`config.mk`:
```
export PLATFORM = sky130hd
export DESIGN_NAME = flhe_dp
export DESIGN_NICKNAME = d
export VERILOG_FILES = /design/src/design/flhe_pkg.sv /design/src/design/flhe_dp.sv
export SDC_FILE = /design/constraint.sdc
export NUM_CORES = 2
export LEC_CHECK = 0
export ABC_AREA = 1
export BUFFER_PORTS_ARGS = -buffer_cell sky130_fd_sc_hd__buf_2
export CAP_MARGIN = 20
export CORE_ASPECT_RATIO = 1.1
export CORE_MARGIN = 1.5
export CORE_UTILIZATION = 35
export CTS_BUF_LIST = sky130_fd_sc_hd__clkbuf_8
export CTS_CLUSTER_SIZE = 16
export DETAILED_ROUTE_END_ITERATION = 8
export SYNTH_ARGS = -nofsm -noshare
export SYNTH_HDL_FRONTEND = slang
export SYNTH_SLANG_ARGS = --single-unit
```
`constraint.sdc`:
```
create_clock -name clk -period 7.46 [get_ports clk]
set_input_delay 1.492 -clock clk [delete_from_list [all_inputs] [get_ports clk]]
set_output_delay 1.492 -clock clk [all_outputs]
set_load 0.05 [all_outputs]
```
`src/design/flhe_pkg.sv`:
```
// Shared types and constants for the fault-line height field engine.
package flhe_pkg;

  localparam int GRID_COLS_DEF = 128;
  localparam int GRID_ROWS_DEF = 128;

  localparam logic [30:0] SPAN_RESET = 31'd8388608;

  localparam logic [1:0] OP_CLEAR = 2'd0;
  localparam logic [1:0] OP_FAULT = 2'd1;
  localparam logic [1:0] OP_QUERY = 2'd2;

  localparam logic [1:0] CFG_SPAN_X = 2'd0;
  localparam logic [1:0] CFG_SPAN_Z = 2'd1;

  localparam logic signed [15:0] CELL_MAX = 16'sd32767;
  localparam logic signed [15:0] CELL_MIN = -16'sd32767;

  localparam logic [1:0] RD_CENTER = 2'd0;
  localparam logic [1:0] RD_SECOND = 2'd1;
  localparam logic [1:0] RD_THIRD  = 2'd2;

  typedef enum logic [3:0] {
    ST_CLR, ST_IDLE, ST_FLT, ST_QXL, ST_QX, ST_QZL, ST_QZ, ST_CHK,
    ST_RA, ST_RB, ST_RC, ST_RW, ST_M1, ST_M2, ST_SUM, ST_OUT
  } state_t;

  typedef struct packed {
    logic       latch;
    logic       cnt_clr;
    logic       clr_step;
    logic       flt_step;
    logic       div_load;
    logic       div_sel;
    logic       div_step;
    logic       div_save_x;
    logic       chk;
    logic [1:0] rd_sel;
    logic       cap_hc;
    logic       cap_h2;
    logic       cap_h3;
    logic       mul1;
    logic       mul2;
    logic       sum;
  } cmd_t;

  typedef struct packed {
    logic sweep_last;
    logic flt_done;
    logic div_done;
    logic border;
  } sts_t;

endpackage

```
`src/design/flhe_dp.sv`:
```
// Datapath: sweep counters, fault update, divider and triangle interpolation.
module flhe_dp #(
  parameter int GRID_COLS = flhe_pkg::GRID_COLS_DEF,
  parameter int GRID_ROWS = flhe_pkg::GRID_ROWS_DEF
) (
  input  logic                                   clk,
  input  logic                                   rst_n,
  input  flhe_pkg::cmd_t                         cmd,
  output flhe_pkg::sts_t                         sts,
  input  logic [30:0]                            span_x,
  input  logic [30:0]                            span_z,
  input  logic signed [31:0]                     pos_x,
  input  logic signed [31:0]                     pos_z,
  input  logic signed [15:0]                     line_a,
  input  logic signed [15:0]                     line_b,
  input  logic signed [31:0]                     line_offset,
  output logic                                   ram_we,
  output logic [$clog2(GRID_COLS*GRID_ROWS)-1:0] ram_waddr,
  output logic [15:0]                            ram_wdata,
  output logic [$clog2(GRID_COLS*GRID_ROWS)-1:0] ram_raddr,
  input  logic [15:0]                            ram_rdata,
  output logic signed [31:0]                     height,
  output logic                                   on_border
);

  localparam int CELLS = GRID_COLS * GRID_ROWS;
  localparam int AW    = $clog2(CELLS);
  localparam int CNTW  = $clog2(CELLS + 1);
  localparam int RW    = $clog2(GRID_ROWS);
  localparam int GMAX  = (GRID_COLS > GRID_ROWS) ? GRID_COLS : GRID_ROWS;
  localparam int CB    = $clog2(GMAX + 1);
  localparam int DW    = 48 + CB;
  localparam int DCW   = $clog2(DW + 1);
  localparam int ACW   = 16 + CB + 1;
  localparam int SW    = ((ACW + 1 > 32) ? ACW + 1 : 32) + 1;
  localparam int CCW   = DW - 15;
  localparam int PW    = 32 + CB;

  // latched item
  logic signed [31:0] px_r, pz_r, off_r;
  logic signed [15:0] a_r, b_r;

  always_ff @(posedge clk) begin
    if (cmd.latch) begin
      px_r  <= pos_x;
      pz_r  <= pos_z;
      a_r   <= line_a;
      b_r   <= line_b;
      off_r <= line_offset;
    end
  end

  // sweep counters and fault line accumulator
  logic [CNTW-1:0]        cnt_r;
  logic [RW-1:0]          row_r;
  logic signed [ACW-1:0]  acc_r, cacc_r;
  logic                   pend_r, up_r;
  logic [AW-1:0]          wa_r;
  logic signed [SW-1:0]   s_w;
  logic                   read_go;

  assign s_w     = (SW'(acc_r) <<< 1) - SW'(off_r);
  assign read_go = cmd.flt_step && (cnt_r != CNTW'(CELLS));

  always_ff @(posedge clk) begin
    if (!rst_n) begin
      cnt_r  <= '0;
      pend_r <= 1'b0;
    end else if (cmd.cnt_clr) begin
      cnt_r  <= '0;
      pend_r <= 1'b0;
    end else if (cmd.clr_step) begin
      cnt_r <= (cnt_r == CNTW'(CELLS - 1)) ? '0 : cnt_r + CNTW'(1);
    end else if (cmd.flt_step) begin
      pend_r <= read_go;
      if (read_go) begin
        cnt_r <= cnt_r + CNTW'(1);
      end
    end
  end

  always_ff @(posedge clk) begin
    if (cmd.cnt_clr) begin
      row_r  <= '0;
      acc_r  <= '0;
      cacc_r <= '0;
    end else if (read_go) begin
      wa_r <= cnt_r[AW-1:0];
      up_r <= (s_w > 0);
      if (row_r == RW'(GRID_ROWS - 1)) begin
        row_r  <= '0;
        cacc_r <= cacc_r + ACW'(a_r);
        acc_r  <= cacc_r + ACW'(a_r);
      end else begin
        row_r <= row_r + RW'(1);
        acc_r <= acc_r + ACW'(b_r);
      end
    end
  end

  // write port: zero on clear, saturating step on fault
  logic signed [15:0] old_w;
  assign old_w     = ram_rdata;
  assign ram_we    = cmd.clr_step || (cmd.flt_step && pend_r);
  assign ram_waddr = cmd.clr_step ? cnt_r[AW-1:0] : wa_r;

  always_comb begin
    if (cmd.clr_step) begin
      ram_wdata = '0;
    end else if (up_r) begin
      ram_wdata = (old_w < flhe_pkg::CELL_MAX) ? old_w + 16'sd1 : old_w;
    end else begin
      ram_wdata = (old_w > flhe_pkg::CELL_MIN) ? old_w - 16'sd1 : old_w;
    end
  end

  // coordinate shift and divider load value
  logic signed [32:0] xs_w, zs_w, ds_w;
  logic [PW-1:0]      prod_w;
  logic [31:0]        dim_w;
  logic [30:0]        dspan_w;

  assign xs_w    = 33'(px_r) + signed'({3'b000, span_x[30:1]});
  assign zs_w    = 33'(pz_r) + signed'({3'b000, span_z[30:1]});
  assign ds_w    = cmd.div_sel ? zs_w : xs_w;
  assign dim_w   = cmd.div_sel ? 32'(GRID_ROWS) : 32'(GRID_COLS);
  assign prod_w  = PW'(ds_w[31:0]) * PW'(dim_w);

  // restoring divider, one quotient bit per cycle
  logic [30:0]     rem_r;
  logic [DW-1:0]   quo_r, qx_r;
  logic [DCW-1:0]  dcnt_r;
  logic            dsel_r;
  logic [31:0]     trial_w;
  logic            take_w;

  assign dspan_w = dsel_r ? span_z : span_x;
  assign trial_w = {rem_r, quo_r[DW-1]};
  assign take_w  = trial_w >= {1'b0, dspan_w};

  always_ff @(posedge clk) begin
    if (!rst_n) begin
      dcnt_r <= '0;
    end else if (cmd.div_load) begin
      dcnt_r <= DCW'(DW);
    end else if (cmd.div_step) begin
      dcnt_r <= dcnt_r - DCW'(1);
    end
  end

  always_ff @(posedge clk) begin
    if (cmd.div_load) begin
      rem_r  <= '0;
      quo_r  <= {prod_w, 16'h0000};
      dsel_r <= cmd.div_sel;
    end else if (cmd.div_step) begin
      rem_r <= take_w ? 31'(trial_w - {1'b0, dspan_w}) : trial_w[30:0];
      quo_r <= {quo_r[DW-2:0], take_w};
    end
    if (cmd.div_save_x) begin
      qx_r <= quo_r;
    end
  end

  // rounding, border test, triangle choice
  logic [DW:0]         csum_w, rsum_w;
  logic [CCW-1:0]      cc_w, rc_w;
  logic                bord_w;
  logic signed [15:0]  dc_w, dr_w;
  logic signed [16:0]  dsum_w;
  logic signed [1:0]   c2_w, r2_w, c3_w, r3_w;
  logic [AW-1:0]       base_w;
  logic signed [17:0]  al_w, be_w;

  assign csum_w = {1'b0, qx_r} + (DW + 1)'(32768);
  assign rsum_w = {1'b0, quo_r} + (DW + 1)'(32768);
  assign cc_w   = csum_w[DW:16];
  assign rc_w   = rsum_w[DW:16];
  assign bord_w = (span_x == '0) || (span_z == '0) || xs_w[32] || zs_w[32] ||
                  (cc_w == '0) || (cc_w >= CCW'(GRID_COLS - 1)) ||
                  (rc_w == '0) || (rc_w >= CCW'(GRID_ROWS - 1));
  assign dc_w   = qx_r[15:0];
  assign dr_w   = quo_r[15:0];
  assign dsum_w = 17'(dc_w) + 17'(dr_w);
  assign base_w = AW'(cc_w) * AW'(GRID_ROWS) + AW'(rc_w);

  always_comb begin
    if (dc_w > 0) begin
      if (dr_w > 0) begin
        c2_w = 2'sd1;  r2_w = 2'sd0;  c3_w = 2'sd0;  r3_w = 2'sd1;
      end else if (dsum_w > 0) begin
        c2_w = 2'sd1;  r2_w = -2'sd1; c3_w = 2'sd1;  r3_w = 2'sd0;
      end else begin
        c2_w = 2'sd0;  r2_w = -2'sd1; c3_w = 2'sd1;  r3_w = -2'sd1;
      end
    end else if (dr_w < 0) begin
      c2_w = -2'sd1; r2_w = 2'sd0;  c3_w = 2'sd0;  r3_w = -2'sd1;
    end else if (dsum_w < 0) begin
      c2_w = -2'sd1; r2_w = 2'sd1;  c3_w = -2'sd1; r3_w = 2'sd0;
    end else begin
      c2_w = 2'sd0;  r2_w = 2'sd1;  c3_w = -2'sd1; r3_w = 2'sd1;
    end
  end

  function automatic logic signed [17:0] term(input logic signed [15:0] v,
                                              input logic signed [1:0] k);
    logic signed [17:0] r;
    if (k == 2'sd1) begin
      r = 18'(v);
    end else if (k == -2'sd1) begin
      r = -18'(v);
    end else begin
      r = '0;
    end
    return r;
  endfunction

  function automatic logic [AW-1:0] nbr(input logic [AW-1:0] b,
                                        input logic signed [1:0] co,
                                        input logic signed [1:0] ro);
    logic [AW-1:0] s;
    if (co == 2'sd1) begin
      s = b + AW'(GRID_ROWS);
    end else if (co == -2'sd1) begin
      s = b - AW'(GRID_ROWS);
    end else begin
      s = b;
    end
    return s + AW'(ro);
  endfunction

  assign al_w = term(dc_w, r3_w) - term(dr_w, c3_w);
  assign be_w = term(dr_w, c2_w) - term(dc_w, r2_w);

  logic [AW-1:0]       base_r, a2_r, a3_r;
  logic signed [17:0]  al_r, be_r;
  logic signed [15:0]  hc_r, h2_r, h3_r;
  logic signed [34:0]  p1_r, p2_r;
  logic signed [37:0]  res_w;
  logic signed [31:0]  height_r;
  logic                border_r;

  // triangle registers, captured cells and products
  always_ff @(posedge clk) begin
    if (cmd.chk) begin
      base_r <= base_w;
      a2_r   <= nbr(base_w, c2_w, r2_w);
      a3_r   <= nbr(base_w, c3_w, r3_w);
      al_r   <= al_w;
      be_r   <= be_w;
    end
    if (cmd.cap_hc) hc_r <= ram_rdata;
    if (cmd.cap_h2) h2_r <= ram_rdata;
    if (cmd.cap_h3) h3_r <= ram_rdata;
    if (cmd.mul1)   p1_r <= 35'(al_r) * (35'(h2_r) - 35'(hc_r));
    if (cmd.mul2)   p2_r <= 35'(be_r) * (35'(h3_r) - 35'(hc_r));
  end

  assign res_w = (38'(hc_r) <<< 16) + 38'(p1_r) + 38'(p2_r);

  // result register
  always_ff @(posedge clk) begin
    if (cmd.latch) begin
      height_r <= '0;
      border_r <= 1'b0;
    end else if (cmd.chk) begin
      border_r <= bord_w;
    end else if (cmd.sum) begin
      if (res_w > 38'sd2147483647) begin
        height_r <= 32'sh7FFFFFFF;
      end else if (res_w < -38'sd2147483648) begin
        height_r <= 32'sh80000000;
      end else begin
        height_r <= res_w[31:0];
      end
    end
  end

  // read address select
  always_comb begin
    if (cmd.flt_step) begin
      ram_raddr = cnt_r[AW-1:0];
    end else begin
      case (cmd.rd_sel)
        flhe_pkg::RD_SECOND: ram_raddr = a2_r;
        flhe_pkg::RD_THIRD:  ram_raddr = a3_r;
        default:             ram_raddr = base_r;
      endcase
    end
  end

  assign sts.sweep_last = (cnt_r == CNTW'(CELLS - 1));
  assign sts.flt_done   = (cnt_r == CNTW'(CELLS)) && !pend_r;
  assign sts.div_done   = (dcnt_r == '0);
  assign sts.border     = bord_w;

  assign height    = height_r;
  assign on_border = border_r;

endmodule

```
# Yosys cells after proc, flatten, opt, wreduce, memory -nomap -nowiden

Index checks and enable logic that the tools add are counted.
Widths: inputs -> output; s select.

Memories: 0
Memory bits (read-only): 0
Output and inout bits: 82
Word-level logic and storage cells: 170
Latch bits: 0
Input port bits: 225
RAM bits: 0
Flip-flop bits (word level): 595

Bitwise operators: 4
Divide/modulo/power cells: 0
Eq/ne operators: 14
Order comparisons: 13
Shift operators: 0
Add/subtract/negate cells: 27
Multipliers: 2
Reduce and logical (&&, ||, !) cells: 27
Muxes and demuxes: 52

Operator list:

| cell                   | number |
|---|---|
| $mux 18                | 8 |
| $add 56x16->57 const B | 2 |
| $mux 14                | 8 |
| $mux 55                | 2 |
| $mux 32                | 3 |
| $ge 41x7->1 const B    | 2 |
| $logic_not 41->1       | 2 |
| $mul 18x17->35         | 2 |
| $add 32x31->33         | 2 |
| $mux 16                | 4 |
| $logic_not 31->1       | 2 |
| $mux 31                | 2 |
| $mux 15                | 4 |
| $add 25x16->25         | 2 |
| $add 14x14->14         | 3 |
| $add 36x35->37         | 1 |
| $gt 37x32->1 const B   | 1 |
| $lt 37x32->1 const B   | 1 |
| $add 32x35->36         | 1 |
| $neg 16->18            | 2 |
| $sub 18x18->18         | 2 |
| $sub 16x16->17         | 2 |
| $gt 33x1->1 const B    | 1 |
| $sub 26x32->33         | 1 |
| 36 further kinds       | 79 |

# Longest topological paths before layout

Depth in word-level cells: 10
Gate-level depth with buffers: 42
Mapped depth without buffers: 42

# Worst setup path before layout

Ideal clock, no wire load.

Path type: flip-flop to flip-flop
Start: reg hc_r[0]
End: reg p1_r[34], data pin
Clock period less this slack: 7.612 ns
Cell stages (with the launch flop): 33
Library setup time: 0.260 ns
Data arrival time: 7.352 ns
Setup slack: -0.152 ns
Buffers on the path: 1
Cell sequence: edfxtp_1 -> ha_1 -> fa_1 -> nand3b_1 -> nand2_1 -> a21oi_1 -> or2_2 -> nand2_1 -> a21oi_1 -> nand2_1 -> nand2_1 -> inv_1 -> clkbuf_1 -> nand2_1 -> fa_1 -> inv_1 -> fa_1 -> fa_1 -> fa_1 -> fa_1 -> inv_1 -> fa_1 -> inv_1 -> ha_1 -> a21oi_1 -> inv_1 -> a31oi_1 -> a21boi_0 -> o21ai_0 -> a21boi_0 -> o21ai_0 -> a21oi_1 -> xnor2_1

Cells in the longest elaborated chain, start to end: 2

RTL lines:

| element                | line           | RTL |
|---|---|---|
| from (decl)            | flhe_dp.sv:237 | `logic signed [15:0] hc_r, h2_r, h3_r;` |
| from (signal assigned) | flhe_dp.sv:252 | `if (cmd.cap_hc) hc_r <= ram_rdata;` |
| $sub 16x16->17         | flhe_dp.sv:255 | `if (cmd.mul1) p1_r <= 35'(al_r) * (35'(h2_r) - 35'(hc_r));` |
| $mul 18x17->35         | flhe_dp.sv:255 |  |
| to (signal assigned)   | flhe_dp.sv:255 |  |
| to (decl)              | flhe_dp.sv:238 | `logic signed [34:0] p1_r, p2_r;` |

Every way passes these cells.
A chain may end at the register's enable or synchronous reset.

# Final worst setup path

Start: reg hc_r[0]
End: reg p2_r[33], data pin

Cells in the longest elaborated chain, start to end: 2

RTL lines:

| element              | line           | RTL |
|---|---|---|
| $sub 16x16->17       | flhe_dp.sv:256 | `if (cmd.mul2) p2_r <= 35'(be_r) * (35'(h3_r) - 35'(hc_r));` |
| $mul 18x17->35       | flhe_dp.sv:256 |  |
| to (signal assigned) | flhe_dp.sv:256 |  |
| to (decl)            | flhe_dp.sv:238 |  |

Every way passes these cells.

==> reports/metrics.yaml <==
outcome: "completed"
ff2ff_path_depth: 31
netlist_instances: 8373
crit_path_top_delay_cell: "fa_1"
clk_pin_slew_ns: 0.07
grt_pass1_vias: 60690
ys_ff_latch: 595
via_per_inst: 5.103
synth_edf_count: 428
syn_avg_cell_area_um2: 7.905
numCtsBuffers: 107
core-area_mm2: 0.1881
drtIter0Drc: 3869
multiInputGateArea_mm2: 0.04497
htree_num_levels: 3
die_x_um: 417.6
arrival_ns: 7.90
grt_overflow: 0
grt_max_degree: 75
antenna_found_initial: 5
seq_area_frac_synth: 0.2447
start_util: 0.3520
areaGrowthSynthToFinish_pct: 16.87
vias: 59230
fin_skew_ns: 0.05578
synthFlopType: "edfxtp_1"
final-seq-area_mm2: 0.01620
cts_buffer_depth: 3
root_buffer: "clkbuf_8"
hold_depth: 2
crit_top_cell: "fa_1"
synth_cell_types: 62
drc: 0
ant_nets: 0
maxCapViolations: 0
postPlaceCellArea_mm2: 0.07340
stdcell_count: 11610
synthTopCellsByArea: "fa_1 20%, edfxtp_1 19%, ha_1 10%"
dp_hpwl_um: 188100
design.die.area_mm2: 0.1917
use_met2: 0.4190
yosysTopAreaCellShare: 0.1981
path_delay_family: "adder cells"
grtUsageMet1: 0.2744
clk_latency_ns: 0.88
synth_fp_nets: 9780
wirelength_um: 225900
finalCritPeriodShare: 0.9810
crit_buf_inv: 6
busiest_layer: "met2"
grt_pass1_wl_um: 345700
gp_congestion: 0.9716
portBuffers: 306
setup-tns-final_ns: 0
drv_slew: 0
dp_cells: 11380
final.min_clock_period_ns: 7.318
fp-row-count: 167
drtPass1Iterations: 7
start_kind: "flop"
cts_tree: "built"
yosysTopAreaCell: "fa_1"
grtUsageTotal: 0.2319
fillCellCount: 19150
hp-class: "flop to flop"
rsz0062_at_grt: "yes"
worst_slew_pin_slew_ns: 0.9817
grt_use_met3: 0.02889
critPathMaxStageDelay_ns: 0.56
drive_gt1_frac: 0.1382
critPathKind: "flop to flop"
die_h_um: 459.1
ys_async_sr_fraction: 0
slew_headroom: 0.3386
finalHoldViolCount: 0
fin_area_mm2: 0.07736
fmax_mhz: 136.6
finalSetupViolCount: 0
cp-end-kind: "flop"
synth_most_common_cell: "nand2_1"
crit_cells: 31
cp.required_ns: 8.04
critPathMaxFanout: 8
syn_area_mm2: 0.06619
pin_count: 307
cts_sinks: 595
ys_warn_count: 0
finalCoreUtilization: 0.4114
final_nets: 10470
wl_per_cell_um: 19.46
synthTopCellsByCount: "1627 x nand2_1, 1503 x inv_1, 875 x nor2_1"
flip-flops by register name, summed over array words and instances, names as in the netlist, 31 cells and up:
| signal | flops |
|---|---|
| height | 32 |
| off_r | 32 |
| p1_r | 35 |
| p2_r | 35 |
| px_r | 32 |
| pz_r | 32 |
| quo_r | 56 |
| qx_r | 56 |
| rem_r | 31 |
metal layers:
layer / vias up / routed length [um]
li1: 28500 / -
met1: 28440 / 90590
met2: 1841 / 113600
met3: 452 / 11090
met4: 2 / 10650
met5: - / 11
per-stage QoR:
step	setup slack, ns	hold slack [ns]
finish	0.1419	0.4553
global route	-0.1292	0.4733
CTS	-0.04369	0.4531
detailed placement	-0.4661	0.4422
global placement	-0.3095	0.4338
floorplan	-0.04869	0.4244
cell families after synthesis:
group           share of synthesized area
fa+ha+maj                          0.2977
flops                              0.2447
simple gates                       0.1995
compound gates                     0.1173
buf+inv                           0.09625
xor+xnor                          0.04287
mux                              0.001682
layout by cell type (no fill, tap or decap), types with 42 or more instances in the layout:
cell type,synthesis,layout
o211ai_1,42,42
xor2_1,207,207
buf_2,10,304
ha_1,527,484
clkbuf_8,0,116
nand4_1,90,90
edfxtp_1,428,428
o21ai_0,425,402
fa_1,655,636
a21oi_1,582,536
or2_2,57,51
nand2_1,1627,1578
nand3_1,353,349
nor2_1,875,843
nor3_1,130,128
o22ai_1,69,69
dfxtp_1,167,167
inv_1,1503,1479
buf_4,5,412
xnor2_1,112,112
worst register-to-register path: cells and delay by family (launching register included):
kind / cells / cell delay [ns]
fa+ha+maj: 9 / 3.83
simple gates: 9 / 0.96
xor+xnor: 1 / 0.17
compound gates: 6 / 1.06
buf+inv: 6 / 0.64
flops: 1 / 0.41
layout make-up:
type / instances / share of cell area
diodes: 2 / 0.00006470
clock buffers: 116 / 0.02064
clock inverters: 86 / 0.008443
inverters: 1520 / 0.07416
multi-input cells: 6089 / 0.5813
flip-flops and latches: 595 / 0.2094
well taps: 2450 / 0.03963
repair buffers: 750 / 0.06646
timing repair:
action / in CTS / in global routing
cloned: 0 / 3
setup buffers: 7 / 19
pin swaps: 53 / 203
hold buffers: 0 / 0
setup endpoints to repair: 28 / 33
resized for setup: 78 / 302
final timing paths:
path	start	endpoint	slack (ns)
setup reg to reg	hc_r[0]$_DFFE_PP_	p2_r[33]$_DFFE_PP_	0.14
hold / removal	row_r[6]$_SDFFE_PP0P_	row_r[6]$_SDFFE_PP0P_	0.46
hold reg to reg	row_r[6]$_SDFFE_PP0P_	row_r[6]$_SDFFE_PP0P_	0.46
setup / recovery	hc_r[0]$_DFFE_PP_	p2_r[33]$_DFFE_PP_	0.14
Power is not shown: default switching activity piles up to over one toggle a cycle in this logic, so the estimate is an artifact.
