$ cat src/design/flhe_pkg.sv
// Shared types and constants for the fault-line height field engine.
package flhe_pkg;

  localparam int GRID_COLS_DEF = 128;
  localparam int GRID_ROWS_DEF = 128;

  localparam logic [30:0] SPAN_RESET = 31'd8388608;

  localparam logic [1:0] OP_CLEAR = 2'd0;
  localparam logic [1:0] OP_FAULT = 2'd1;
  localparam logic [1:0] OP_QUERY = 2'd2;

  localparam logic [1:0] CFG_SPAN_X = 2'd0;
  localparam logic [1:0] CFG_SPAN_Z = 2'd1;

  localparam logic signed [15:0] CELL_MAX = 16'sd32767;
  localparam logic signed [15:0] CELL_MIN = -16'sd32767;

  localparam logic [1:0] RD_CENTER = 2'd0;
  localparam logic [1:0] RD_SECOND = 2'd1;
  localparam logic [1:0] RD_THIRD  = 2'd2;

  typedef enum logic [3:0] {
    ST_CLR, ST_IDLE, ST_FLT, ST_QXL, ST_QX, ST_QZL, ST_QZ, ST_CHK,
    ST_RA, ST_RB, ST_RC, ST_RW, ST_M1, ST_M2, ST_SUM, ST_OUT
  } state_t;

  typedef struct packed {
    logic       latch;
    logic       cnt_clr;
    logic       clr_step;
    logic       flt_step;
    logic       div_load;
    logic       div_sel;
    logic       div_step;
    logic       div_save_x;
    logic       chk;
    logic [1:0] rd_sel;
    logic       cap_hc;
    logic       cap_h2;
    logic       cap_h3;
    logic       mul1;
    logic       mul2;
    logic       sum;
  } cmd_t;

  typedef struct packed {
    logic sweep_last;
    logic flt_done;
    logic div_done;
    logic border;
  } sts_t;

endpackage

$ cat src/design/flhe_ctrl.sv
// Controller state machine: sequences clear, fault and query operations.
module flhe_ctrl (
  input  logic                 clk,
  input  logic                 rst_n,
  input  logic                 start,
  input  logic [1:0]           op,
  input  flhe_pkg::sts_t       sts,
  output flhe_pkg::cmd_t       cmd,
  output logic                 busy,
  output logic                 out_valid
);

  flhe_pkg::state_t state_r, state_nxt;
  logic res_due_r, res_due_nxt;

  // state and result-due flag
  always_ff @(posedge clk) begin
    if (!rst_n) begin
      state_r   <= flhe_pkg::ST_CLR;
      res_due_r <= 1'b0;
    end else begin
      state_r   <= state_nxt;
      res_due_r <= res_due_nxt;
    end
  end

  // next state
  always_comb begin
    state_nxt   = state_r;
    res_due_nxt = res_due_r;
    unique case (state_r)
      flhe_pkg::ST_CLR: begin
        if (sts.sweep_last) begin
          state_nxt   = res_due_r ? flhe_pkg::ST_OUT : flhe_pkg::ST_IDLE;
          res_due_nxt = 1'b0;
        end
      end
      flhe_pkg::ST_IDLE: begin
        if (start) begin
          unique case (op)
            flhe_pkg::OP_CLEAR: begin
              state_nxt   = flhe_pkg::ST_CLR;
              res_due_nxt = 1'b1;
            end
            flhe_pkg::OP_FAULT: state_nxt = flhe_pkg::ST_FLT;
            flhe_pkg::OP_QUERY: state_nxt = flhe_pkg::ST_QXL;
            default:            state_nxt = flhe_pkg::ST_OUT;
          endcase
        end
      end
      flhe_pkg::ST_FLT: if (sts.flt_done) state_nxt = flhe_pkg::ST_OUT;
      flhe_pkg::ST_QXL: state_nxt = flhe_pkg::ST_QX;
      flhe_pkg::ST_QX:  if (sts.div_done) state_nxt = flhe_pkg::ST_QZL;
      flhe_pkg::ST_QZL: state_nxt = flhe_pkg::ST_QZ;
      flhe_pkg::ST_QZ:  if (sts.div_done) state_nxt = flhe_pkg::ST_CHK;
      flhe_pkg::ST_CHK: state_nxt = sts.border ? flhe_pkg::ST_OUT : flhe_pkg::ST_RA;
      flhe_pkg::ST_RA:  state_nxt = flhe_pkg::ST_RB;
      flhe_pkg::ST_RB:  state_nxt = flhe_pkg::ST_RC;
      flhe_pkg::ST_RC:  state_nxt = flhe_pkg::ST_RW;
      flhe_pkg::ST_RW:  state_nxt = flhe_pkg::ST_M1;
      flhe_pkg::ST_M1:  state_nxt = flhe_pkg::ST_M2;
      flhe_pkg::ST_M2:  state_nxt = flhe_pkg::ST_SUM;
      flhe_pkg::ST_SUM: state_nxt = flhe_pkg::ST_OUT;
      flhe_pkg::ST_OUT: state_nxt = flhe_pkg::ST_IDLE;
      default:          state_nxt = flhe_pkg::ST_IDLE;
    endcase
  end

  // command outputs
  always_comb begin
    cmd       = '0;
    busy      = 1'b1;
    out_valid = 1'b0;
    unique case (state_r)
      flhe_pkg::ST_CLR:  cmd.clr_step = 1'b1;
      flhe_pkg::ST_IDLE: begin
        busy        = 1'b0;
        cmd.latch   = start;
        cmd.cnt_clr = start;
      end
      flhe_pkg::ST_FLT:  cmd.flt_step = 1'b1;
      flhe_pkg::ST_QXL:  cmd.div_load = 1'b1;
      flhe_pkg::ST_QX: begin
        cmd.div_step   = !sts.div_done;
        cmd.div_save_x = sts.div_done;
      end
      flhe_pkg::ST_QZL: begin
        cmd.div_load = 1'b1;
        cmd.div_sel  = 1'b1;
      end
      flhe_pkg::ST_QZ:   cmd.div_step = !sts.div_done;
      flhe_pkg::ST_CHK:  cmd.chk = 1'b1;
      flhe_pkg::ST_RA:   cmd.rd_sel = flhe_pkg::RD_CENTER;
      flhe_pkg::ST_RB: begin
        cmd.rd_sel = flhe_pkg::RD_SECOND;
        cmd.cap_hc = 1'b1;
      end
      flhe_pkg::ST_RC: begin
        cmd.rd_sel = flhe_pkg::RD_THIRD;
        cmd.cap_h2 = 1'b1;
      end
      flhe_pkg::ST_RW:   cmd.cap_h3 = 1'b1;
      flhe_pkg::ST_M1:   cmd.mul1 = 1'b1;
      flhe_pkg::ST_M2:   cmd.mul2 = 1'b1;
      flhe_pkg::ST_SUM:  cmd.sum = 1'b1;
      flhe_pkg::ST_OUT:  out_valid = 1'b1;
      default:           busy = 1'b1;
    endcase
  end

endmodule

$ cat config.mk
export PLATFORM = sky130hd
export DESIGN_NAME = flhe_ctrl
export DESIGN_NICKNAME = d
export VERILOG_FILES = /design/src/design/flhe_pkg.sv /design/src/design/flhe_ctrl.sv
export SDC_FILE = /design/constraint.sdc
export NUM_CORES = 1
export LEC_CHECK = 0
export BUFFER_PORTS_ARGS = -buffer_cell sky130_fd_sc_hd__buf_2
export CORE_UTILIZATION = 30
export DETAILED_ROUTE_END_ITERATION = 10
export GPL_ROUTABILITY_DRIVEN = 0
export HOLD_SLACK_MARGIN = 0.15
export PLACE_DENSITY = 0.66
export SETUP_SLACK_MARGIN = 0.05
export SYNTH_ARGS = -nofsm -noshare
export SYNTH_HDL_FRONTEND = slang
export SYNTH_SLANG_ARGS = --single-unit
$ cat constraint.sdc
create_clock -name clk -period 2.7 [get_ports clk]
set_input_delay 0.54 -clock clk [delete_from_list [all_inputs] [get_ports clk]]
set_output_delay 0.54 -clock clk [all_outputs]
set_load 0.02 [all_outputs]
# Word level (Yosys, flattened, before mapping)

Cells that the tools add are included.

ROM bits: 0
Register bits: 5
Output and inout port bits: 19
Memories: 0
Memory bits (writable): 0
Input port bits: 9
Bits in latches: 0

Reductions and logical operators: 8
Bitwise operators: 0
Multiplexer cells: 30
$lt $le $gt $ge: 0
Divide/modulo/power cells: 0
$mul: 0
Shift-type cells: 0
$add $sub $neg: 0
Equal/unequal tests: 23

Operators by type and width:

| cell                 | number |
|---|---|
| $pmux W4 S16         | 1 |
| $eq A4 B4 Y1 const B | 8 |
| $mux W4              | 6 |
| $mux W1              | 18 |
| $eq A4 B3 Y1 const B | 4 |
| $pmux W4 S3          | 1 |
| $ne A2 B2 Y1 const B | 5 |
| $eq A4 B2 Y1 const B | 2 |
| $reduce_and A5 Y1    | 1 |
| $eq A4 B1 Y1 const B | 1 |
| $logic_not A4 Y1     | 1 |
| $pmux W2 S2          | 1 |
| $reduce_and A4 Y1    | 1 |
| $reduce_or A2 Y1     | 2 |
| $mux W3              | 1 |
| $eq A2 B1 Y1 const B | 1 |
| $eq A2 B2 Y1 const B | 1 |
| $logic_not A2 Y1     | 1 |
| $mux W2              | 1 |
| $ne A2 B1 Y1 const B | 1 |
| $pmux W1 S2          | 1 |
| $reduce_bool A2 Y1   | 1 |
| $logic_not A1 Y1     | 1 |

# Longest topological paths before layout

Gate-level depths: netlist (run 1).

Depth after elaboration: 4
Depth in mapped cells: 6
Mapped depth without buffers: 4

# Worst setup path before layout (run 1)

OpenSTA, ideal clock, no wires.

Path type: register to output
Start: reg state_r[3]
End: out cmd[16] (netlist bit)
Cell stages (with the launch flop): 6
Path slack: 0.494 ns
Buffers on the path: 2
Arrival time: 1.666 ns
Required time: 2.160 ns
Path through: dfxtp_1 -> clkbuf_1 -> nand2b_1 -> or3_1 -> nor2_1 -> buf_4

RTL lines:

| element                  | line            | RTL |
|---|---|---|
| start: declaration       | flhe_ctrl.sv:13 | `flhe_pkg::state_t state_r, state_nxt;` |
| start signal: assignment | flhe_ctrl.sv:19 | `state_r <= flhe_pkg::ST_CLR;` |
| start signal: assignment | flhe_ctrl.sv:22 | `state_r <= state_nxt;` |
| end: declaration         | flhe_ctrl.sv:8  | `output flhe_pkg::cmd_t cmd,` |

==> results of run 1 <==
cells by family (layout without fill, tap and decap cells):
kind of cell	Yosys count	in the layout	synth area share
AOI/OAI and AO/OA	23	23	0.307
muxes	1	1	0.0183
DFF	5	5	0.183
buffers and inverters	15	38	0.133
and+or+nand+nor	38	38	0.358
metrics by stage:
step / utilization / cells / power [mW] / hold WS (ns)
global route: 0.407 / 130 / 0.813 / 0.525
detailed placement: 0.392 / 126 / 0.659 / 0.639
global placement: 0.392 / 126 / 0.657 / 0.634
finish: 0.407 / 130 / 0.753 / 0.528
CTS: 0.407 / 130 / 0.752 / 0.516
floorplan: - / 82 / 0.560 / 0.606
synthesized netlist by cell type (all sizes together) (2+ instances only):
cell type   n
nor2       13
inv         6
clkbuf      5
dfxtp       5
nand2       5
nand2b      5
nor3        5
a21oi       4
buf         4
o21ai       4
a211oi      3
a31oi       2
nor4        2
nor4b       2
o21a        2
final timing paths:
kind	from	to	slack, ns
worst max-delay path	state_r[0]$_SDFFE_PN0P_	cmd[15]	0.40
worst min-delay path	rst_n	res_due_r$_SDFFE_PN0P_	0.53
worst max register to register	state_r[1]$_SDFFE_PN0P_	state_r[2]$_SDFFE_PN0P_	0.83
worst min register to register	res_due_r$_SDFFE_PN0P_	res_due_r$_SDFFE_PN0P_	0.65
sequential cells by signal, indices dropped and copies added, names as in the netlist:
register,cells
state_r,4
res_due_r,1
per-layer routing:
layer | global-route usage | part of all wire | vias to the layer above | wire (um)
li1 | - | - | 337 | -
met1 | 0.220 | 0.51 | 305 | 747
met2 | 0.256 | 0.43 | 29 | 626
met4 | 0.0909 | 0 | 0 | 0
met5 | 0 | 0 | - | 0
met3 | 0.00408 | 0.058 | 0 | 84
power groups by stage:
stage	sequential (mW)	clock [mW]	combinational, mW
floorplan	0.115	0	0.444
detailed placement	0.179	0	0.480
CTS	0.180	0.0924	0.479
finish	0.183	0.0875	0.482
global placement	0.182	0	0.476
global route	0.192	0.0947	0.526
area by class of cell:
type / instances / area [sq um] / area share
timing repair buffer: 28 / 143 / 0.205
tap: 25 / 31.3 / 0.0450
inverter: 6 / 22.5 / 0.0324
sequential: 5 / 100 / 0.144
multi-input combinational: 62 / 373 / 0.536
clock buffer: 4 / 26.3 / 0.0378
critical path, stage by stage, from the launching register on:
cell	delay, ns
dfxtp_1	0.62
nand2b_1	0.22
or3_1	0.38
nor2_1	0.12
buf_2	0.17
==> summary.md, run 1 <==
| Metric | Value |
|---|---|
| Outcome | `complete, no violations` |
| Share of layout cells above drive strength 1 | `0.324` |
| Die Y | `44.6 um` |
| CTS H-tree depth | `1` |
| Clk pin slew, worst setup/hold paths | `about 0.05 ns` |
| Initial core utilization | `0.319` |
| TritonRoute pass-1 iters | `4` |
| P_leak | `0.319 nW` |
| Clk_lat worst skew | `around 0.24 ns` |
| Tcrit/Tclk final | `0.852` |
| Post-synth EDFFs | `0` |
| DRC | `0` |
| Drt via density | `5.16` |
| CTS root buf | `clkbuf_4` |
| DR iter-0 viols | `14` |
| Seq/Total Area, Yosys | `0.183` |
| Syn Nets | `91` |
| Ant diodes | `0` |
| Port bufs | `27` |
| Grt total ovfl | `0` |
| Worst-Margin Slew | `roughly 0.61 ns` |
| Kind of critical path | `flop to output pin` |
| First-pass GRT wire length | `2440 um` |
| Nets | `115` |
| Fin crit period | `2.30 ns` |
| Distinct cells, synth | `32` |
| Die Wd | `about 45 um` |
| DR vias | `671` |
| CTS tree | `done` |
| Commonest non-fill, non-tap cell in the layout | `buf_2` |
| Largest area contributor in the netlist | `dfxtp_1` |
| Final Worst Setup Slack | `about 0.4 ns` |
| Hold path depth | `2` |
| Clock buffer depth | `2` |
| Die area | `0.00199 sq mm` |
| Hold WC Path Type | `input pin to flop` |
| Pre-CTS setup slack | `~0.68 ns` |
| Max Cap Viol | `0` |
| Slew Limit Headroom | `0.587` |
| Int Power | `0.352 mW` |
| Post-route design area | `around 700 sq um` |
| Primary FF master, synth | `dfxtp_1` |
| Detailed placement HPWL | `roughly 1100 um` |
| Psw | `0.400 mW` |
| Startpoint Class | `flop` |
| Worst r2r path cells | `4` |
| Core area | `between 0.0015 and 0.002 sq mm` |
| Final setup fails | `0` |
| IR drop worst, VDD | `0.000490 V` |
| Most frequent cells in the layout | `buf_2, nor2_1, inv_1` |
| Crit path capture type | `output pin` |
| Asr flop ratio synth | `0` |
| Comb pwr share | `0.641` |
| Hold_buf cts | `0` |
| Initial antenna violation count | `0` |
| Largest net degree at the start of global routing | `19` |
| Power per cell area | `~1100 mW/mm^2` |
| Syn Inst Count | `82` |
| Sw frac | `0.532` |
| Hold Vio Cnt, Final | `0` |
| Crit path max fanout | `17` |
| Arr. time, crit path | `~1.8 ns` |
| All-layer global routing usage | `0.162` |
| Clk pwr share | `0.116` |
| Filler Cell Count | `176` |
| Postcts setup bufs | `0` |
| Synth Register Bits | `5` |
| Sequential Power Share | `0.243` |
| Wire length per cell | `~11 um` |
| Avg Cell Area, Syn | `about 6.7 sq um` |
| IO Pins | `28` |
| CTS Buf Count | `3` |
| Antenna Nets Post-Route | `0` |
| Syn Std Cell Area | `roughly 550 sq um` |
| Rows | `15` |
| Crit path required time | `2.16 ns` |
| Final Skew | `0.00262 ns` |
| Resize count post-CTS | `0` |
| Layout area overhead | `27.5%` |
| Final TNS setup | `0 ns` |
| Synth warn | `0` |
| RSZ-0062 raised after global routing | `false` |
| CTS Sinks | `5` |
| Yosys top cell area share | `0.183` |
| Maximum clock frequency | `~0.43 GHz` |
| Top cells by area, synth | `dfxtp_1, nor2_1, nand2b_1, nor3_1, a211oi_1` |
| Number of global-route vias before repair | `582` |
| Max Slew Vio Count | `0` |
| Placed cell area | `669 sq um` |
| Total wire length | `between 1000 and 1500 um` |
(Power assumes the default switching activity.)
==> run 2: changes to the inputs <==
- CORE_MARGIN: unset -> 8
==> run 2 against run 1 <==
- total power rose by 0.61%
- core utilization fell by 0.44 points
- sequential share of layout area did not move
- wire length rose by 15%
- register-to-register slack barely moved
- die area rose by 73%
- design area did not move
- first-iteration DRC count fell by 7.1%
- clock skew rose by 0.00054 ns
- fmax fell by 0.49%
- non-clock buffer count did not move
- largest cell class unchanged
==> summary.md, run 2 (synthesis gave the netlist of run 1 again) <==
| Metric | Value |
|---|---|
| Outcome | `complete, no violations` |
| Layout area overhead | `27.5%` |
| IR drop worst, VDD | `0.000422 V` |
| Worst-Margin Slew | `0.579 ns` |
| Pre-CTS setup slack | `0.678 ns` |
| Crit path required time | `2.16 ns` |
| Core area | `0.00173 sq mm` |
| Critical path's top delay family | `simple AND/OR/NAND/NOR gates` |
| TritonRoute pass-1 iters | `4` |
| Detailed placement HPWL | `1260 um` |
| Die Y | `about 59 um` |
| Initial core utilization | `0.316` |
| Non-Filler Instances | `130` |
| CTS tree | `done` |
| Final TNS setup | `0 ns` |
| Total wire length | `1680 um` |
| P_leak | `0.319 nW` |
| Worst r2r path cells | `4` |
| Worst R2R End | `state_r[2]$_SDFFE_PN0P_` |
| Kind of critical path | `flop to output pin` |
| Number of global-route vias before repair | `641` |
| RSZ-0062 raised after global routing | `false` |
| Hold WC Path Type | `input pin to flop` |
| DR vias | `660` |
| Slew Limit Headroom | `0.610` |
| R2R Setup Slk | `0.84 ns` |
| Largest net degree at the start of global routing | `19` |
| Die Wd | `58.6 um` |
| Hold Vio Cnt, Final | `0` |
| Resize count post-CTS | `0` |
| Port bufs | `27` |
| DRC | `0` |
| Ant diodes | `0` |
| All-layer global routing usage | `0.0963` |
| CTS H-tree depth | `1` |
| R2r startpoint | `state_r[1]$_SDFFE_PN0P_` |
| Register with the most flip-flops | `state_r` |
| CTS root buf | `clkbuf_4` |
| Power per cell area | `1090 mW/mm^2` |
| Commonest non-fill, non-tap cell in the layout | `buf_2` |
| Worst path slowest cell | `dfxtp_1` |
| First-pass GRT wire length | `2670 um` |
| Fin crit period | `2.31 ns` |
| Die area | `~0.0034 sq mm` |
| Max Slew Vio Count | `0` |
| Crit path buffers/inverters | `1` |
| Nets | `115` |
| Most frequent cells in the layout | `buf_2, nor2_1, inv_1` |
| Arr. time, crit path | `1.77 ns` |
| Top Registers | `state_r (4), res_due_r (1)` |
| Tcrit/Tclk final | `0.856` |
| Crit path capture type | `output pin` |
| Clk_lat worst skew | `about 0.24 ns` |
| Flip-flop count of the largest register after layout | `4` |
| Hold_buf cts | `0` |
| Final Worst Setup Slack | `0.388 ns` |
| Slowest Stage Delay on Critical Path | `0.62 ns` |
| Grt total ovfl | `0` |
| Clk pin slew, worst setup/hold paths | `0.05 ns` |
| CTS Sinks | `5` |
| Final Skew | `0.00316 ns` |
| Wire length per cell | `12.9 um` |
| Clock buffer depth | `2` |
| Postcts setup bufs | `0` |
| Crit path max fanout | `17` |
| Final setup fails | `0` |
| IO Pins | `28` |
| Worst-path cell chain | `nand2b_1 > or3_1 > nor2_1 > buf_2` |
| Rows | `15` |
| Max Cap Viol | `0` |
| WHS | `0.519 ns` |
| Post-route core utilization | `0.403` |
| Initial antenna violation count | `0` |
| # placed instances | `roughly 130` |
| Drt via density | `5.08` |
| Hold path depth | `2` |
| Maximum clock frequency | `0.433 GHz` |
| Antenna Nets Post-Route | `0` |
| Share of layout cells above drive strength 1 | `0.324` |
| DR iter-0 viols | `13` |
| CTS Buf Count | `3` |
| Hold Path Origin | `rst_n` |
| Startpoint Class | `flop` |
| Min-Delay Endpoint | `res_due_r$_SDFFE_PN0P_` |
run 2: how the worst max path moves through the flow:
stage | slack [ns] | endpoint | from | cells after the start
after floorplan | 0.49 | cmd[16] | state_r[3]$_SDFFE_PN0P_ | 5
after global placement | 0.70 | cmd[15] | state_r[0]$_SDFFE_PN0P_ | 4
after detailed placement | 0.68 | cmd[15] | state_r[0]$_SDFFE_PN0P_ | 4
after CTS | 0.38 | cmd[15] | state_r[0]$_SDFFE_PN0P_ | 4
after global routing | 0.25 | cmd[15] | state_r[0]$_SDFFE_PN0P_ | 4
final | 0.39 | cmd[15] | state_r[0]$_SDFFE_PN0P_ | 4
run 2: report_power, final:
group / switching [mW] / total, mW / internal, mW
Combinational: 0.293 / 0.486 / 0.193
Clock: 0.0332 / 0.0892 / 0.0560
Sequential: 0.0793 / 0.182 / 0.103
run 2: cell type report:
cell class	count	area, sq um
tap	25	31.3
multi-input combinational	62	373
sequential	5	100
clock buffer	4	26.3
inverter	6	22.5
fill	194	1030
timing repair buffer	28	143
run 2: metal layers:
layer,vias to the layer above,share of wire,GRT usage
li1,336,-,-
met1,297,0.54,0.134
met2,25,0.42,0.134
met3,2,0.033,0.0196
met4,0,0.0024,0.0512
met5,-,0,0
run 2: stage by stage:
step,cell area [sq um],total power [mW]
finish,696,0.757
detailed placement,669,0.664
global placement,669,0.661
CTS,696,0.762
floorplan,546,0.560
global route,696,0.822
==> run 3: changes to the inputs <==
- clock period: 2.7 -> 2.8 ns (I/O delays scaled with it)
==> run 3 against run 2 <==
- non-clock buffer count unchanged
- critical path depth unchanged
- via count down 0.45%
- clock skew is 0.0024 ns lower
- total power decreased by 3.4%
- design area stayed put
- cell count unchanged
- core utilization is the same
- combinational power decreased by 4%
- first-iteration DRC count is 69% higher
==> summary.md, run 3 (synthesis gave the netlist of run 1 again) <==
| Metric | Value |
|---|---|
| Outcome | `complete, no violations` |
| R2R Setup Slk | `0.95 ns` |
| Worst r2r path cells | `4` |
| Crit path max fanout | `17` |
| Power per cell area | `1050 mW/mm^2` |
| CTS Sinks | `5` |
| Grt total ovfl | `0` |
| Port bufs | `27` |
| Metal2 WL | `639 um` |
| CTS tree | `done` |
| Final setup fails | `0` |
| DRC | `0` |
| Final TNS setup | `0 ns` |
| Layout area overhead | `27.5%` |
| Sw frac | `0.535` |
| P_leak | `0.319 nW` |
| Filler Cell Count | `192` |
| Die Wd | `approximately 59 um` |
| Most frequent cells in the layout | `buf_2, nor2_1, inv_1` |
| CTS root buf | `clkbuf_4` |
| Detailed placement HPWL | `1270 um` |
| Clk pin slew, worst setup/hold paths | `0.05 ns` |
| Met1 WL | `just over 900 um` |
| Die Y | `58.6 um` |
| Drt via density | `5.05` |
| Worst R2R End | `state_r[2]$_SDFFE_PN0P_` |
| Sequential Power Share | `0.243` |
| CTS Buf Count | `3` |
| Initial antenna violation count | `0` |
| Hold WC Path Type | `input pin to flop` |
| Crit path required time | `2.24 ns` |
| DR vias | `657` |
| DR top layer | `met4` |
| Core area | `0.00173 sq mm` |
| Max Slew Vio Count | `0` |
| Slew Limit Headroom | `0.606` |
| Resize count post-CTS | `0` |
| Register with the most flip-flops | `state_r` |
| Crit path capture type | `output pin` |
| Hold Path Origin | `rst_n` |
| First-pass GRT wire length | `2730 um` |
| IO Pins | `28` |
| Total wire length | `roughly 1700 um` |
| TritonRoute pass-1 iters | `4` |
| Nets | `115` |
| RSZ-0062 raised after global routing | `false` |
| Antenna Nets Post-Route | `0` |
| Multi-input logic area | `373 sq um` |
| Postcts setup bufs | `0` |
| Register area | `100 sq um` |
| Tcrit/Tclk final | `0.841` |
| Number of global-route vias before repair | `632` |
| Clk_lat worst skew | `0.24 ns` |
| DR iter-0 viols | `22` |
| Ant diodes | `0` |
| IR drop worst, VDD | `between 0.0004 and 0.0005 V` |
| Initial core utilization | `0.316` |
| Max Cap Viol | `0` |
| Die area | `approximately 0.0034 sq mm` |
| Comb pwr share | `0.638` |
| Kind of critical path | `flop to output pin` |
| Fin crit period | `2.35 ns` |
| Hold Vio Cnt, Final | `0` |
| Commonest non-fill, non-tap cell in the layout | `buf_2` |
| Rows | `15` |
| Total power | `0.732 mW` |
| Int Power | `0.340 mW` |
| CTS H-tree depth | `1` |
| Worst-Margin Slew | `0.586 ns` |
| Min-Delay Endpoint | `res_due_r$_SDFFE_PN0P_` |
| Share of layout cells above drive strength 1 | `0.324` |
| Hold path depth | `2` |
| Flip-flop count of the largest register after layout | `4` |
| Arr. time, crit path | `approximately 1.8 ns` |
| WL met3 | `105 um` |
| R2r startpoint | `state_r[1]$_SDFFE_PN0P_` |
| Psw | `0.392 mW` |
| Final Skew | `0.000725 ns` |
| Clock buffer depth | `2` |
| Hold_buf cts | `0` |
| Largest net degree at the start of global routing | `19` |
| Maximum clock frequency | `0.425 GHz` |
| Wire length per cell | `about 13 um` |
| All-layer global routing usage | `0.0980` |
| Top Registers | `state_r (4), res_due_r (1)` |
| Clk pwr share | `0.119` |
| Startpoint Class | `flop` |
## run 3: cell counts in the layout (fill, tap and decap cells not counted)
Identical to the previous run, type by type.
## run 3: cell type report
| class | count | share of cell area |
|---|---|---|
| Sequential cell | 5 | 0.144 |
| Clock buffer | 4 | 0.0378 |
| Timing Repair Buffer | 28 | 0.205 |
| Tap cell | 25 | 0.0450 |
| Multi-Input combinational cell | 62 | 0.536 |
| Inverter | 6 | 0.0324 |
## run 3: per-stage QoR
step	cell area [sq um]	worst slack, ns	utilization	hold slack, ns	cells
3_3_place_gp	669	0.778	0.388	0.635	126
3_5_place_dp	669	0.729	0.388	0.639	126
4_1_cts	696	0.453	0.403	0.529	130
5_1_grt	696	0.307	0.403	0.544	130
6_report	696	0.446	0.403	0.535	130
2_1_floorplan	546	0.574	-	0.606	82
## run 3: worst max-delay path by stage
stage,depth (start not counted),slack [ns],startpoint,endpoint
2_1_floorplan,5,0.57,state_r[3]$_SDFFE_PN0P_,cmd[16]
3_3_place_gp,4,0.78,state_r[0]$_SDFFE_PN0P_,cmd[16]
3_5_place_dp,4,0.73,state_r[0]$_SDFFE_PN0P_,cmd[15]
4_1_cts,4,0.45,state_r[0]$_SDFFE_PN0P_,cmd[15]
5_1_grt,4,0.31,state_r[0]$_SDFFE_PN0P_,cmd[15]
6_report,4,0.45,state_r[0]$_SDFFE_PN0P_,cmd[15]
## run 3: per-layer routing
layer / track usage / vias up
met2: 0.124 / 28
met1: 0.143 / 292
li1: - / 335
met4: 0.0102 / 0
met5: 0 / -
met3: 0.0500 / 2
## run 3: worst max-delay path, cell delays in order (launching register included)
cell and delay (ns):
dfxtp_1 0.63, nand2b_1 0.21, or3_1 0.39, nor2_1 0.13, buf_2 0.18
## run 3: power by group through the flow
stage | Combinational (mW) | Clock (mW) | Sequential, mW
floorplan | 0.428 | 0 | 0.111
global placement | 0.463 | 0 | 0.175
detailed placement | 0.466 | 0 | 0.176
CTS | 0.467 | 0.0886 | 0.176
global route | 0.514 | 0.0981 | 0.186
finish | 0.467 | 0.0871 | 0.178
